`src/hw/rtl/iiee_pkg.sv`:
```
// shared types and constants of the infix expression evaluator
`timescale 1ns / 1ps
`default_nettype none
package iiee_pkg;
    localparam int STACK_DEPTH = 4;
    localparam int SP_W = $clog2(STACK_DEPTH + 1);
    localparam int IDX_W = $clog2(STACK_DEPTH);
    localparam logic [SP_W-1:0] DEPTH_CNT = SP_W'(STACK_DEPTH);

    typedef enum logic [1:0] {OP_ADD = 2'd0, OP_SUB = 2'd1, OP_MUL = 2'd2, OP_DIV = 2'd3} op_t;
    typedef enum logic [1:0] {ST_OK = 2'd0, ST_DIVZERO = 2'd1, ST_MISSING = 2'd2,
        ST_SPARE = 2'd3} status_t;

    localparam logic [7:0] CH_PLUS  = 8'h2b;
    localparam logic [7:0] CH_MINUS = 8'h2d;
    localparam logic [7:0] CH_STAR  = 8'h2a;
    localparam logic [7:0] CH_SLASH = 8'h2f;
    localparam logic [7:0] CH_ZERO  = 8'h30;
    localparam logic [7:0] CH_NINE  = 8'h39;

    // controller to datapath
    typedef struct packed {
        logic       digit;     // fold digit into accumulator
        logic       flush;     // push pending number
        logic       red_start; // pop operator, start reduction
        logic       push_op;   // stack the new operator
        logic       final_chk; // check value count at end
        logic       clear;     // back to reset state
        logic [3:0] digit_val;
        op_t        op;
    } dp_cmd_t;

    // datapath to controller
    typedef struct packed {
        logic ops_empty;
        logic top_ge;      // top operator precedence >= new operator
        logic red_busy;    // reduction in progress
    } dp_stat_t;
endpackage
`default_nettype wire

```
`src/hw/rtl/iiee_if.sv`:
```
// valid/ready channel interfaces
`timescale 1ns / 1ps
`default_nettype none
interface iiee_in_if (input wire logic clk);
    logic       valid;
    logic       ready;
    logic [7:0] char_code;
    logic       last_char;
    modport source (output valid, char_code, last_char, input ready);
    modport sink (input valid, char_code, last_char, output ready);
endinterface

interface iiee_out_if (input wire logic clk);
    logic               valid;
    logic               ready;
    logic signed [31:0] result_value;
    logic [1:0]         status;
    modport source (output valid, result_value, status, input ready);
    modport sink (input valid, result_value, status, output ready);
endinterface
`default_nettype wire

```
`src/hw/rtl/iiee_div.sv`:
```
// iterative signed 32-bit divider, one quotient bit per cycle
`timescale 1ns / 1ps
`default_nettype none
module iiee_div (
    input  wire logic        clk,
    input  wire logic        rst_n,
    input  wire logic        start,
    input  wire logic [31:0] dividend,
    input  wire logic [31:0] divisor,
    output logic             done,
    output logic [31:0]      quotient
);
    logic [31:0] rem_reg, rem_next, quo_reg, quo_next, den_reg, den_next;
    logic [5:0]  cnt_reg, cnt_next;
    logic        neg_reg, neg_next, busy_reg, busy_next, done_next, done_reg;
    logic [32:0] trial;

    always_comb
    begin
        rem_next = rem_reg; quo_next = quo_reg; den_next = den_reg;
        cnt_next = cnt_reg; neg_next = neg_reg; busy_next = busy_reg;
        done_next = 1'b0;
        trial = {rem_reg, quo_reg[31]} - {1'b0, den_reg};
        if (start)
        begin
            rem_next = '0;
            quo_next = dividend[31] ? (32'd0 - dividend) : dividend;
            den_next = divisor[31] ? (32'd0 - divisor) : divisor;
            neg_next = dividend[31] ^ divisor[31];
            cnt_next = 6'd32;
            busy_next = 1'b1;
        end
        else if (busy_reg)
        begin
            if (!trial[32])
            begin
                rem_next = trial[31:0];
                quo_next = {quo_reg[30:0], 1'b1};
            end
            else
            begin
                rem_next = {rem_reg[30:0], quo_reg[31]};
                quo_next = {quo_reg[30:0], 1'b0};
            end
            cnt_next = cnt_reg - 6'd1;
            if (cnt_reg == 6'd1)
            begin
                busy_next = 1'b0;
                done_next = 1'b1;
            end
        end
    end

    always_ff @(posedge clk or negedge rst_n)
    begin
        if (!rst_n)
        begin
            busy_reg <= 1'b0;
            done_reg <= 1'b0;
            cnt_reg  <= '0;
        end
        else
        begin
            busy_reg <= busy_next;
            done_reg <= done_next;
            cnt_reg  <= cnt_next;
        end
    end

    always_ff @(posedge clk)
    begin
        rem_reg <= rem_next;
        quo_reg <= quo_next;
        den_reg <= den_next;
        neg_reg <= neg_next;
    end

    assign done = done_reg;
    assign quotient = neg_reg ? (32'd0 - quo_reg) : quo_reg;
endmodule
`default_nettype wire

```
`src/hw/rtl/iiee_datapath.sv`:
```
// stacks, number accumulator, alu and error flag
`timescale 1ns / 1ps
`default_nettype none
module iiee_datapath (
    input  wire logic              clk,
    input  wire logic              rst_n,
    input  wire iiee_pkg::dp_cmd_t cmd,
    output iiee_pkg::dp_stat_t     stat,
    output logic [31:0]            result_value,
    output logic [1:0]             status
);
    typedef enum logic [1:0] {PH_IDLE, PH_CALC, PH_WAIT} phase_t;

    logic [31:0] vstk_reg [iiee_pkg::STACK_DEPTH];
    iiee_pkg::op_t ostk_reg [iiee_pkg::STACK_DEPTH];
    logic [iiee_pkg::SP_W-1:0] vcnt_reg, ocnt_reg;
    logic [31:0] acc_reg, lhs_reg, rhs_reg, mul_reg;
    logic        pend_reg;
    logic [1:0]  err_reg;
    iiee_pkg::op_t rop_reg;
    phase_t      rph_reg;   // idle, compute/mul, wait for result
    logic        div_start, div_done;
    logic [31:0] quot;
    logic [iiee_pkg::IDX_W-1:0] otop, vtop, vsec, vpush;
    logic        can_reduce;
    logic [31:0] alu_res;
    logic [35:0] acc_x10;

    assign otop  = iiee_pkg::IDX_W'(ocnt_reg - iiee_pkg::SP_W'(1));
    assign vtop  = iiee_pkg::IDX_W'(vcnt_reg - iiee_pkg::SP_W'(1));
    assign vsec  = iiee_pkg::IDX_W'(vcnt_reg - iiee_pkg::SP_W'(2));
    assign vpush = iiee_pkg::IDX_W'(vcnt_reg);
    assign can_reduce = vcnt_reg >= iiee_pkg::SP_W'(2);
    assign acc_x10 = {acc_reg, 3'b0} + {3'b0, acc_reg, 1'b0};

    assign stat.ops_empty = (ocnt_reg == '0);
    assign stat.top_ge = ostk_reg[otop][1] >= cmd.op[1];
    assign stat.red_busy = (rph_reg != PH_IDLE);

    assign div_start = (rph_reg == PH_CALC) && (rop_reg == iiee_pkg::OP_DIV)
        && (rhs_reg != '0);

    iiee_div u_div (
        .clk(clk), .rst_n(rst_n), .start(div_start), .dividend(lhs_reg),
        .divisor(rhs_reg), .done(div_done), .quotient(quot)
    );

    always_comb
    begin
        unique case (rop_reg)
            iiee_pkg::OP_ADD: alu_res = lhs_reg + rhs_reg;
            iiee_pkg::OP_SUB: alu_res = lhs_reg - rhs_reg;
            iiee_pkg::OP_MUL: alu_res = mul_reg;
            iiee_pkg::OP_DIV: alu_res = (rhs_reg == '0) ? '0 : quot;
            default:          alu_res = '0;
        endcase
    end

    always_ff @(posedge clk or negedge rst_n)
    begin
        if (!rst_n)
        begin
            vcnt_reg <= '0; ocnt_reg <= '0; pend_reg <= 1'b0;
            err_reg <= iiee_pkg::ST_OK; rph_reg <= PH_IDLE; acc_reg <= '0;
        end
        else if (cmd.clear)
        begin
            vcnt_reg <= '0; ocnt_reg <= '0; pend_reg <= 1'b0;
            err_reg <= iiee_pkg::ST_OK; rph_reg <= PH_IDLE; acc_reg <= '0;
        end
        else
        begin
            if (cmd.digit)
            begin
                acc_reg  <= acc_x10[31:0] + {28'd0, cmd.digit_val};
                pend_reg <= 1'b1;
            end
            if (cmd.flush && pend_reg)
            begin
                pend_reg <= 1'b0;
                acc_reg  <= '0;
                if (vcnt_reg >= iiee_pkg::DEPTH_CNT)
                begin
                    if (err_reg == iiee_pkg::ST_OK) err_reg <= iiee_pkg::ST_MISSING;
                end
                else
                begin
                    vstk_reg[vpush] <= acc_reg;
                    vcnt_reg <= vcnt_reg + iiee_pkg::SP_W'(1);
                end
            end
            if (cmd.red_start && ocnt_reg != '0)
            begin
                ocnt_reg <= ocnt_reg - iiee_pkg::SP_W'(1);
                if (!can_reduce)
                begin
                    if (err_reg == iiee_pkg::ST_OK) err_reg <= iiee_pkg::ST_MISSING;
                end
                else
                begin
                    rop_reg  <= ostk_reg[otop];
                    rhs_reg  <= vstk_reg[vtop];
                    lhs_reg  <= vstk_reg[vsec];
                    vcnt_reg <= vcnt_reg - iiee_pkg::SP_W'(2);
                    rph_reg  <= PH_CALC;
                end
            end
            if (rph_reg == PH_CALC)
            begin
                mul_reg <= lhs_reg * rhs_reg;
                rph_reg <= PH_WAIT;
            end
            if (rph_reg == PH_WAIT
                && (rop_reg != iiee_pkg::OP_DIV || rhs_reg == '0 || div_done))
            begin
                rph_reg <= PH_IDLE;
                if (rop_reg == iiee_pkg::OP_DIV && rhs_reg == '0 && err_reg == iiee_pkg::ST_OK)
                    err_reg <= iiee_pkg::ST_DIVZERO;
                // two values were popped, so there is room
                vstk_reg[vpush] <= alu_res;
                vcnt_reg <= vcnt_reg + iiee_pkg::SP_W'(1);
            end
            if (cmd.push_op)
            begin
                if (ocnt_reg >= iiee_pkg::DEPTH_CNT)
                begin
                    if (err_reg == iiee_pkg::ST_OK) err_reg <= iiee_pkg::ST_MISSING;
                end
                else
                begin
                    ostk_reg[iiee_pkg::IDX_W'(ocnt_reg)] <= cmd.op;
                    ocnt_reg <= ocnt_reg + iiee_pkg::SP_W'(1);
                end
            end
            if (cmd.final_chk && err_reg == iiee_pkg::ST_OK && vcnt_reg != iiee_pkg::SP_W'(1))
                err_reg <= iiee_pkg::ST_MISSING;
        end
    end

    assign status = err_reg;
    assign result_value = (err_reg == iiee_pkg::ST_OK) ? vstk_reg[0] : '0;
endmodule
`default_nettype wire

```
`src/hw/rtl/iiee_ctrl.sv`:
```
// sequencing state machine of the evaluator
`timescale 1ns / 1ps
`default_nettype none
module iiee_ctrl (
    input  wire logic               clk,
    input  wire logic               rst_n,
    iiee_in_if.sink                 in_ch,
    input  wire iiee_pkg::dp_stat_t stat,
    output iiee_pkg::dp_cmd_t       cmd,
    input  wire logic [31:0]        dp_value,
    input  wire logic [1:0]         dp_status,
    iiee_out_if.source              out_ch
);
    typedef enum logic [2:0] {S_IDLE, S_OPRED, S_OPWAIT, S_ENDFLUSH, S_ENDRED, S_ENDWAIT,
        S_CHECK, S_EMIT} state_t;
    state_t state_reg, state_next;
    iiee_pkg::op_t op_reg, op_next;
    logic last_reg, last_next;
    logic ovalid_reg, ovalid_next;
    logic [31:0] oval_reg, oval_next;
    logic [1:0] ostat_reg, ostat_next;
    logic accept, is_op, is_digit;
    iiee_pkg::op_t in_op;

    assign in_ch.ready = (state_reg == S_IDLE);
    assign accept = in_ch.valid && in_ch.ready;
    assign is_digit = (in_ch.char_code >= iiee_pkg::CH_ZERO)
        && (in_ch.char_code <= iiee_pkg::CH_NINE);

    always_comb
    begin
        is_op = 1'b1;
        in_op = iiee_pkg::OP_ADD;
        unique case (in_ch.char_code)
            iiee_pkg::CH_PLUS:  in_op = iiee_pkg::OP_ADD;
            iiee_pkg::CH_MINUS: in_op = iiee_pkg::OP_SUB;
            iiee_pkg::CH_STAR:  in_op = iiee_pkg::OP_MUL;
            iiee_pkg::CH_SLASH: in_op = iiee_pkg::OP_DIV;
            default:            is_op = 1'b0;
        endcase
    end

    always_comb
    begin
        state_next = state_reg; op_next = op_reg; last_next = last_reg;
        ovalid_next = ovalid_reg; oval_next = oval_reg; ostat_next = ostat_reg;
        cmd = '0;
        cmd.op = op_reg;
        if (ovalid_reg && out_ch.ready) ovalid_next = 1'b0;
        unique case (state_reg)
            S_IDLE:
            begin
                if (accept)
                begin
                    last_next = in_ch.last_char;
                    if (is_digit)
                    begin
                        cmd.digit = 1'b1;
                        cmd.digit_val = 4'(in_ch.char_code - iiee_pkg::CH_ZERO);
                        state_next = in_ch.last_char ? S_ENDFLUSH : S_IDLE;
                    end
                    else if (is_op)
                    begin
                        cmd.flush = 1'b1;
                        op_next = in_op;
                        state_next = S_OPRED;
                    end
                    else
                        state_next = in_ch.last_char ? S_ENDFLUSH : S_IDLE;
                end
            end
            S_OPRED:
            begin
                if (!stat.ops_empty && stat.top_ge)
                begin
                    cmd.red_start = 1'b1;
                    state_next = S_OPWAIT;
                end
                else
                begin
                    cmd.push_op = 1'b1;
                    state_next = last_reg ? S_ENDFLUSH : S_IDLE;
                end
            end
            S_OPWAIT:
                if (!stat.red_busy) state_next = S_OPRED;
            S_ENDFLUSH:
            begin
                // pending number goes on the stack before any reduction
                cmd.flush = 1'b1;
                state_next = S_ENDRED;
            end
            S_ENDRED:
            begin
                if (!stat.ops_empty)
                begin
                    cmd.red_start = 1'b1;
                    state_next = S_ENDWAIT;
                end
                else
                    state_next = S_CHECK;
            end
            S_ENDWAIT:
                if (!stat.red_busy) state_next = S_ENDRED;
            S_CHECK:
            begin
                cmd.final_chk = 1'b1;
                state_next = S_EMIT;
            end
            S_EMIT:
            begin
                if (!ovalid_reg || out_ch.ready)
                begin
                    ovalid_next = 1'b1;
                    oval_next = dp_value;
                    ostat_next = dp_status;
                    cmd.clear = 1'b1;
                    state_next = S_IDLE;
                end
            end
            default: state_next = S_IDLE;
        endcase
    end

    always_ff @(posedge clk or negedge rst_n)
    begin
        if (!rst_n)
        begin
            state_reg <= S_IDLE; ovalid_reg <= 1'b0;
            op_reg <= iiee_pkg::OP_ADD; last_reg <= 1'b0;
            oval_reg <= '0; ostat_reg <= iiee_pkg::ST_OK;
        end
        else
        begin
            state_reg <= state_next; ovalid_reg <= ovalid_next;
            op_reg <= op_next; last_reg <= last_next;
            oval_reg <= oval_next; ostat_reg <= ostat_next;
        end
    end

    assign out_ch.valid = ovalid_reg;
    assign out_ch.result_value = oval_reg;
    assign out_ch.status = ostat_reg;
endmodule
`default_nettype wire

```
`src/hw/rtl/infix_integer_expression_evaluator.sv`:
```
// top level of the infix integer expression evaluator
//
// usage: one character beat per item on in_ch (char_code, last_char); digits
// build a wrapping 32-bit number, + - * / are operators with two precedence
// levels, everything else is ignored. the beat with last_char set closes the
// expression and gives one result beat on out_ch (result_value, status).
// steps: a digit or ignored character is taken in the idle state; an operator
// first pushes the pending number, then folds each stacked operator of equal
// or higher precedence by one reduction, then is stacked; a reduction pops
// two values and computes, and for / by a nonzero value waits on the divider;
// a missing operand only sets the error flag. the closing beat pushes the
// pending number, folds all stacked operators and checks that one value is
// left, then emits. one item at a time: no new character until the last is done.
// reset clears the stacks, accumulator and error flag; no result is pending.
// a stalled receiver holds the result register; the next expression may be
// taken in but its own result waits until the register drains.
`timescale 1ns / 1ps
`default_nettype none
module infix_integer_expression_evaluator (
    input  wire logic  clk,
    input  wire logic  rst_n,
    iiee_in_if.sink    in_ch,
    iiee_out_if.source out_ch
);
    iiee_pkg::dp_cmd_t  cmd;
    iiee_pkg::dp_stat_t stat;
    logic [31:0] dp_value;
    logic [1:0]  dp_status;

    // sequencing of characters and reductions
    iiee_ctrl u_ctrl (
        .clk(clk), .rst_n(rst_n), .in_ch(in_ch), .stat(stat), .cmd(cmd),
        .dp_value(dp_value), .dp_status(dp_status), .out_ch(out_ch)
    );

    // stacks and arithmetic
    iiee_datapath u_dp (
        .clk(clk), .rst_n(rst_n), .cmd(cmd), .stat(stat),
        .result_value(dp_value), .status(dp_status)
    );
endmodule
`default_nettype wire

```
`src/flat_wrapper.sv`:
```
// flat-port wrapper written by rule: the top's interface ports become plain ports
module infix_integer_expression_evaluator_flat 
  (clk, rst_n, in_ch_valid, in_ch_char_code, in_ch_last_char, in_ch_ready, out_ch_valid, out_ch_result_value, out_ch_status, out_ch_ready);
  iiee_in_if in_ch_i (.clk(clk));
  iiee_out_if out_ch_i (.clk(clk));
  input  wire logic clk;
  input  wire logic rst_n;
  input wire logic [$bits(in_ch_i.valid)-1:0] in_ch_valid;
  input wire logic [$bits(in_ch_i.char_code)-1:0] in_ch_char_code;
  input wire logic [$bits(in_ch_i.last_char)-1:0] in_ch_last_char;
  output wire logic [$bits(in_ch_i.ready)-1:0] in_ch_ready;
  output wire logic [$bits(out_ch_i.valid)-1:0] out_ch_valid;
  output wire logic [$bits(out_ch_i.result_value)-1:0] out_ch_result_value;
  output wire logic [$bits(out_ch_i.status)-1:0] out_ch_status;
  input wire logic [$bits(out_ch_i.ready)-1:0] out_ch_ready;
  assign in_ch_i.valid = in_ch_valid;
  assign in_ch_i.char_code = in_ch_char_code;
  assign in_ch_i.last_char = in_ch_last_char;
  assign in_ch_ready = in_ch_i.ready;
  assign out_ch_valid = out_ch_i.valid;
  assign out_ch_result_value = out_ch_i.result_value;
  assign out_ch_status = out_ch_i.status;
  assign out_ch_i.ready = out_ch_ready;
  infix_integer_expression_evaluator u_core (.clk(clk), .rst_n(rst_n), .in_ch(in_ch_i), .out_ch(out_ch_i));
endmodule
```
`config.mk`:
```
export PLATFORM = sky130hd
export DESIGN_NAME = infix_integer_expression_evaluator_flat
export DESIGN_NICKNAME = d
export VERILOG_FILES = /design/src/hw/rtl/iiee_pkg.sv /design/src/hw/rtl/iiee_if.sv /design/src/hw/rtl/iiee_div.sv /design/src/hw/rtl/iiee_datapath.sv /design/src/hw/rtl/iiee_ctrl.sv /design/src/hw/rtl/infix_integer_expression_evaluator.sv /design/src/flat_wrapper.sv
export SDC_FILE = /design/constraint.sdc
export NUM_CORES = 2
export LEC_CHECK = 0
export ABC_AREA = 1
export ABC_CLOCK_PERIOD_IN_PS = 11800
export BUFFER_PORTS_ARGS = -buffer_cell sky130_fd_sc_hd__buf_2
export CAP_MARGIN = 20
export CORE_MARGIN = 10
export CORE_UTILIZATION = 40
export CTS_BUF_LIST = sky130_fd_sc_hd__clkbuf_4 sky130_fd_sc_hd__clkbuf_8
export DETAILED_ROUTE_END_ITERATION = 8
export HOLD_SLACK_MARGIN = 0.03
export REMOVE_ABC_BUFFERS = 1
export SLEW_MARGIN = 25
export SYNTH_ARGS = -nofsm -noshare
export SYNTH_HDL_FRONTEND = slang
export SYNTH_SLANG_ARGS = --single-unit
```
`constraint.sdc`:
```
create_clock -name clk -period 11.8 [get_ports clk]
set_clock_uncertainty 0.15 [all_clocks]
set_input_delay 3.54 -clock clk [delete_from_list [all_inputs] [get_ports clk]]
set_output_delay 3.54 -clock clk [all_outputs]
set_load 0.005 [all_outputs]
```
==> results.cfg <==
[status]
status = complete, no violations

[placed_design]
gp_congestion = 0.9471
io_buffer_count = 48
hpwl_mm = 98.57

[die]
die_y_um = 348.6
start_util_pct = 40.33
die_area_mm2 = 0.1215
ios = 49
core_mm2 = 0.1071
num_rows = 120
die_width_um = 348.6

[synthesis]
synthArstFlopShare_pct = 21.75
yosys-top-cells-count = 1385 x nand2_1, 1043 x inv_1, 412 x fa_1, 411 x nor2_1, 351 x o21ai_0
ys.warnings.count = 0
syn_inst = 5536
synth_top_area_share_pct = 20.79
synth.most_common_cell = nand2_1
avgSynthCellArea_um2 = 7.799
ys_seq_area_share_pct = 27.61
synth_area_leaders = edfxtp_1 21%, fa_1 19%, nand2_1 12%, inv_1 9.1%, ha_1 7.6%
synth_area_leader_cell = edfxtp_1
synth_cell_types = 62
syn_area_mm2 = 0.04318
synth_ff_type = edfxtp_1
synth_edf_count = 299
yosys_register_bits = 423

[cells_and_area]
syn_to_final_growth_pct = 7.462
largest_register_ffs = 128
nets = 6167
drive_gt1_share_pct = 5.757

[setup_path]
crit_top_cell = fa_1
r2r_start = u_core.u_dp.lhs_reg[17]$_DFFE_PP_
crit_chain = nand2_1 -> inv_1 -> fa_1 -> inv_1 -> fa_1 -> fa_1 -> fa_1 -> inv_1 -> fa_1 -> fa_1 -> fa_1 -> fa_1 -> ha_1 -> nand2_1 -> nor4_1 -> nand4_1 -> nand3_1 -> nand2_1 -> nand2_1 -> nand2_1 -> nand3_1 -> xor2_1
crit_arrival_ns = 7.87
cp_max_fo = 21
start_kind = flip-flop
crit_required_ns = 12.09
cp-startpoint = u_core.u_dp.lhs_reg[17]$_DFFE_PP_
crit_path_end_kind = flip-flop
critPathSlowestCell = edfxtp_1
crit_type = flip-flop to flip-flop
critPathMaxStageDelay_ns = 1.09

[grt]
antenna_found_initial = 1
grt_overflow_total = 0
grt_start_max_net_pins = 122
grt_pass1_wl_mm = 208.4
grt_pass1_vias = 36399
globalRouteTotalUtil_pct = 21.85

[detailed_routing]
drtPass1Iterations = 8
ant_nets = 0
drt_iter0_drc = 3207
met1_length_mm = 58.26
vias = 36356
via_per_inst = 5.233
drc = 0
wl_met3_mm = 9.343
dr_wl_met2_mm = 61.89
top_layer = met4
avgRoutedWirePerCell_um = 19.20
drt_wl_total_mm = 133.4

[clock_network]
cts_tree = yes
clock_latency_ns = 0.73
post_cts_buffers = 0
cts_buffers = 76
postCtsHoldBufs = 0
path_clk_slew_ns = 0.07
clock-sinks = 423
root_buffer = clkbuf_8
htreeDepth = 3
ctsResizeCount = 0
clk_path_buf_depth = 3

[run]
drv_cap = 0

[min_path]
hp-start = u_core.u_ctrl.out_ch.result_value[30]$_DFFE_PN0P_
hp-class = flip-flop to flip-flop

[timing]
timing.final.crit_share_pct = 64.28
fmax_ghz = 0.1318
rsz0062_at_grt = no
period_minus_slack_ns = 7.585
timing.max_slew.rel_slack_pct = 25.93
setup_viol = 0
slew_violations = 0
hold_viol_final = 0
fin_tns_setup_ns = 0
worst_pin_slew_ns = 1.111
-- path summary, 6_finish.rpt --
| path | end | slack (ns) | depth (start not counted) |
|---|---|---|---|
| worst max register to register | u_core.u_dp.mul_reg[28]$_DFFE_PP_ | 4.21 | 22 |
| worst min register to register | u_core.u_ctrl.out_ch.result_value[30]$_DFFE_PN0P_ | 0.32 | 2 |
| min in group asynchronous | u_core.u_ctrl.state_reg[2]$_DFFE_PN0P_ | 2.68 | 1 |
| worst max-delay path | u_core.u_dp.mul_reg[28]$_DFFE_PP_ | 4.21 | 22 |
| worst min-delay path | u_core.u_ctrl.out_ch.result_value[30]$_DFFE_PN0P_ | 0.32 | 2 |
| max in group asynchronous | u_core.u_dp.u_div.busy_reg$_DFF_PN0_ | 7.58 | 2 |
-- cell families (layout without fill, tap and decap cells) --
kind of cell	count (synthesis)	after routing	synth area share, %
AND/OR/NAND/NOR	2175	2175	20.57
XOR/XNOR	158	158	3.205
buffers and inverters	1310	1315	11.63
adder cells (fa/ha/maj)	675	675	26.72
multiplexers	1	1	0.02608
AO/OA/AOI/OAI	794	794	10.23
other	0	3	0
flip-flops	423	423	27.61
-- critical path, delay by kind of cell, from the launching register on --
kind / cells / cell delay (ns)
flip-flops: 1 / 1.09
XOR/XNOR: 1 / 0.06
buffers and inverters: 3 / 0.26
AND/OR/NAND/NOR: 9 / 1.52
adder cells (fa/ha/maj): 9 / 4.22
-- area by class of cell --
class                   instances  area (µm²)
repair buffers                112       739.5
inverters                    1063        3993
well taps                    1403        1755
fillers                     10721       60650
multi-input cells            3803       26290
clock inverters                28       307.8
flip-flops and latches        423       11930
diodes                          3       7.507
clock buffers                 112        1385
-- cells in the final DEF, fill, tap and decap left out, types with 15 or more instances in the layout --
cell type and instances:
dfrtp_1 91, nand4_1 42, inv_1 1042, nand2_1 1385
o22ai_1 77, nor4_1 15, xor2_1 107, o21ai_0 351
a31oi_1 23, buf_4 63, o211ai_1 18, a21o_1 21
buf_2 47, fa_1 412, o21bai_1 19, nor2_1 402
a21oi_1 181, nor3_1 36, dfxtp_1 32, clkbuf_8 87
o21ai_1 48, xnor2_1 51, edfxtp_1 299, inv_2 18
nand3_1 232, clkbuf_4 25, ha_1 263
-- layer usage --
metal,up-vias,GRT usage [%]
met1,17704,29.19
met4,0,6.716
met5,-,0
met2,1165,36.21
li1,17283,-
met3,204,3.413
-- through the flow --
stage          hold WS (ns)  util, %  cells  worst slack, ns  instance area (µm²)
2_1_floorplan        0.2982        -   5289            3.617                42150
3_3_place_gp         0.3097    41.73   6803            4.306                44670
3_5_place_dp         0.3112    41.75   6804            4.269                44690
4_1_cts              0.3269    43.33   6944            4.234                46390
5_1_grt              0.3414    43.34   6944            3.838                46390
6_report             0.3238    43.34   6947            4.215                46400
Power is not shown: default switching activity piles up to over one toggle a cycle in this logic, so the estimate is an artifact.
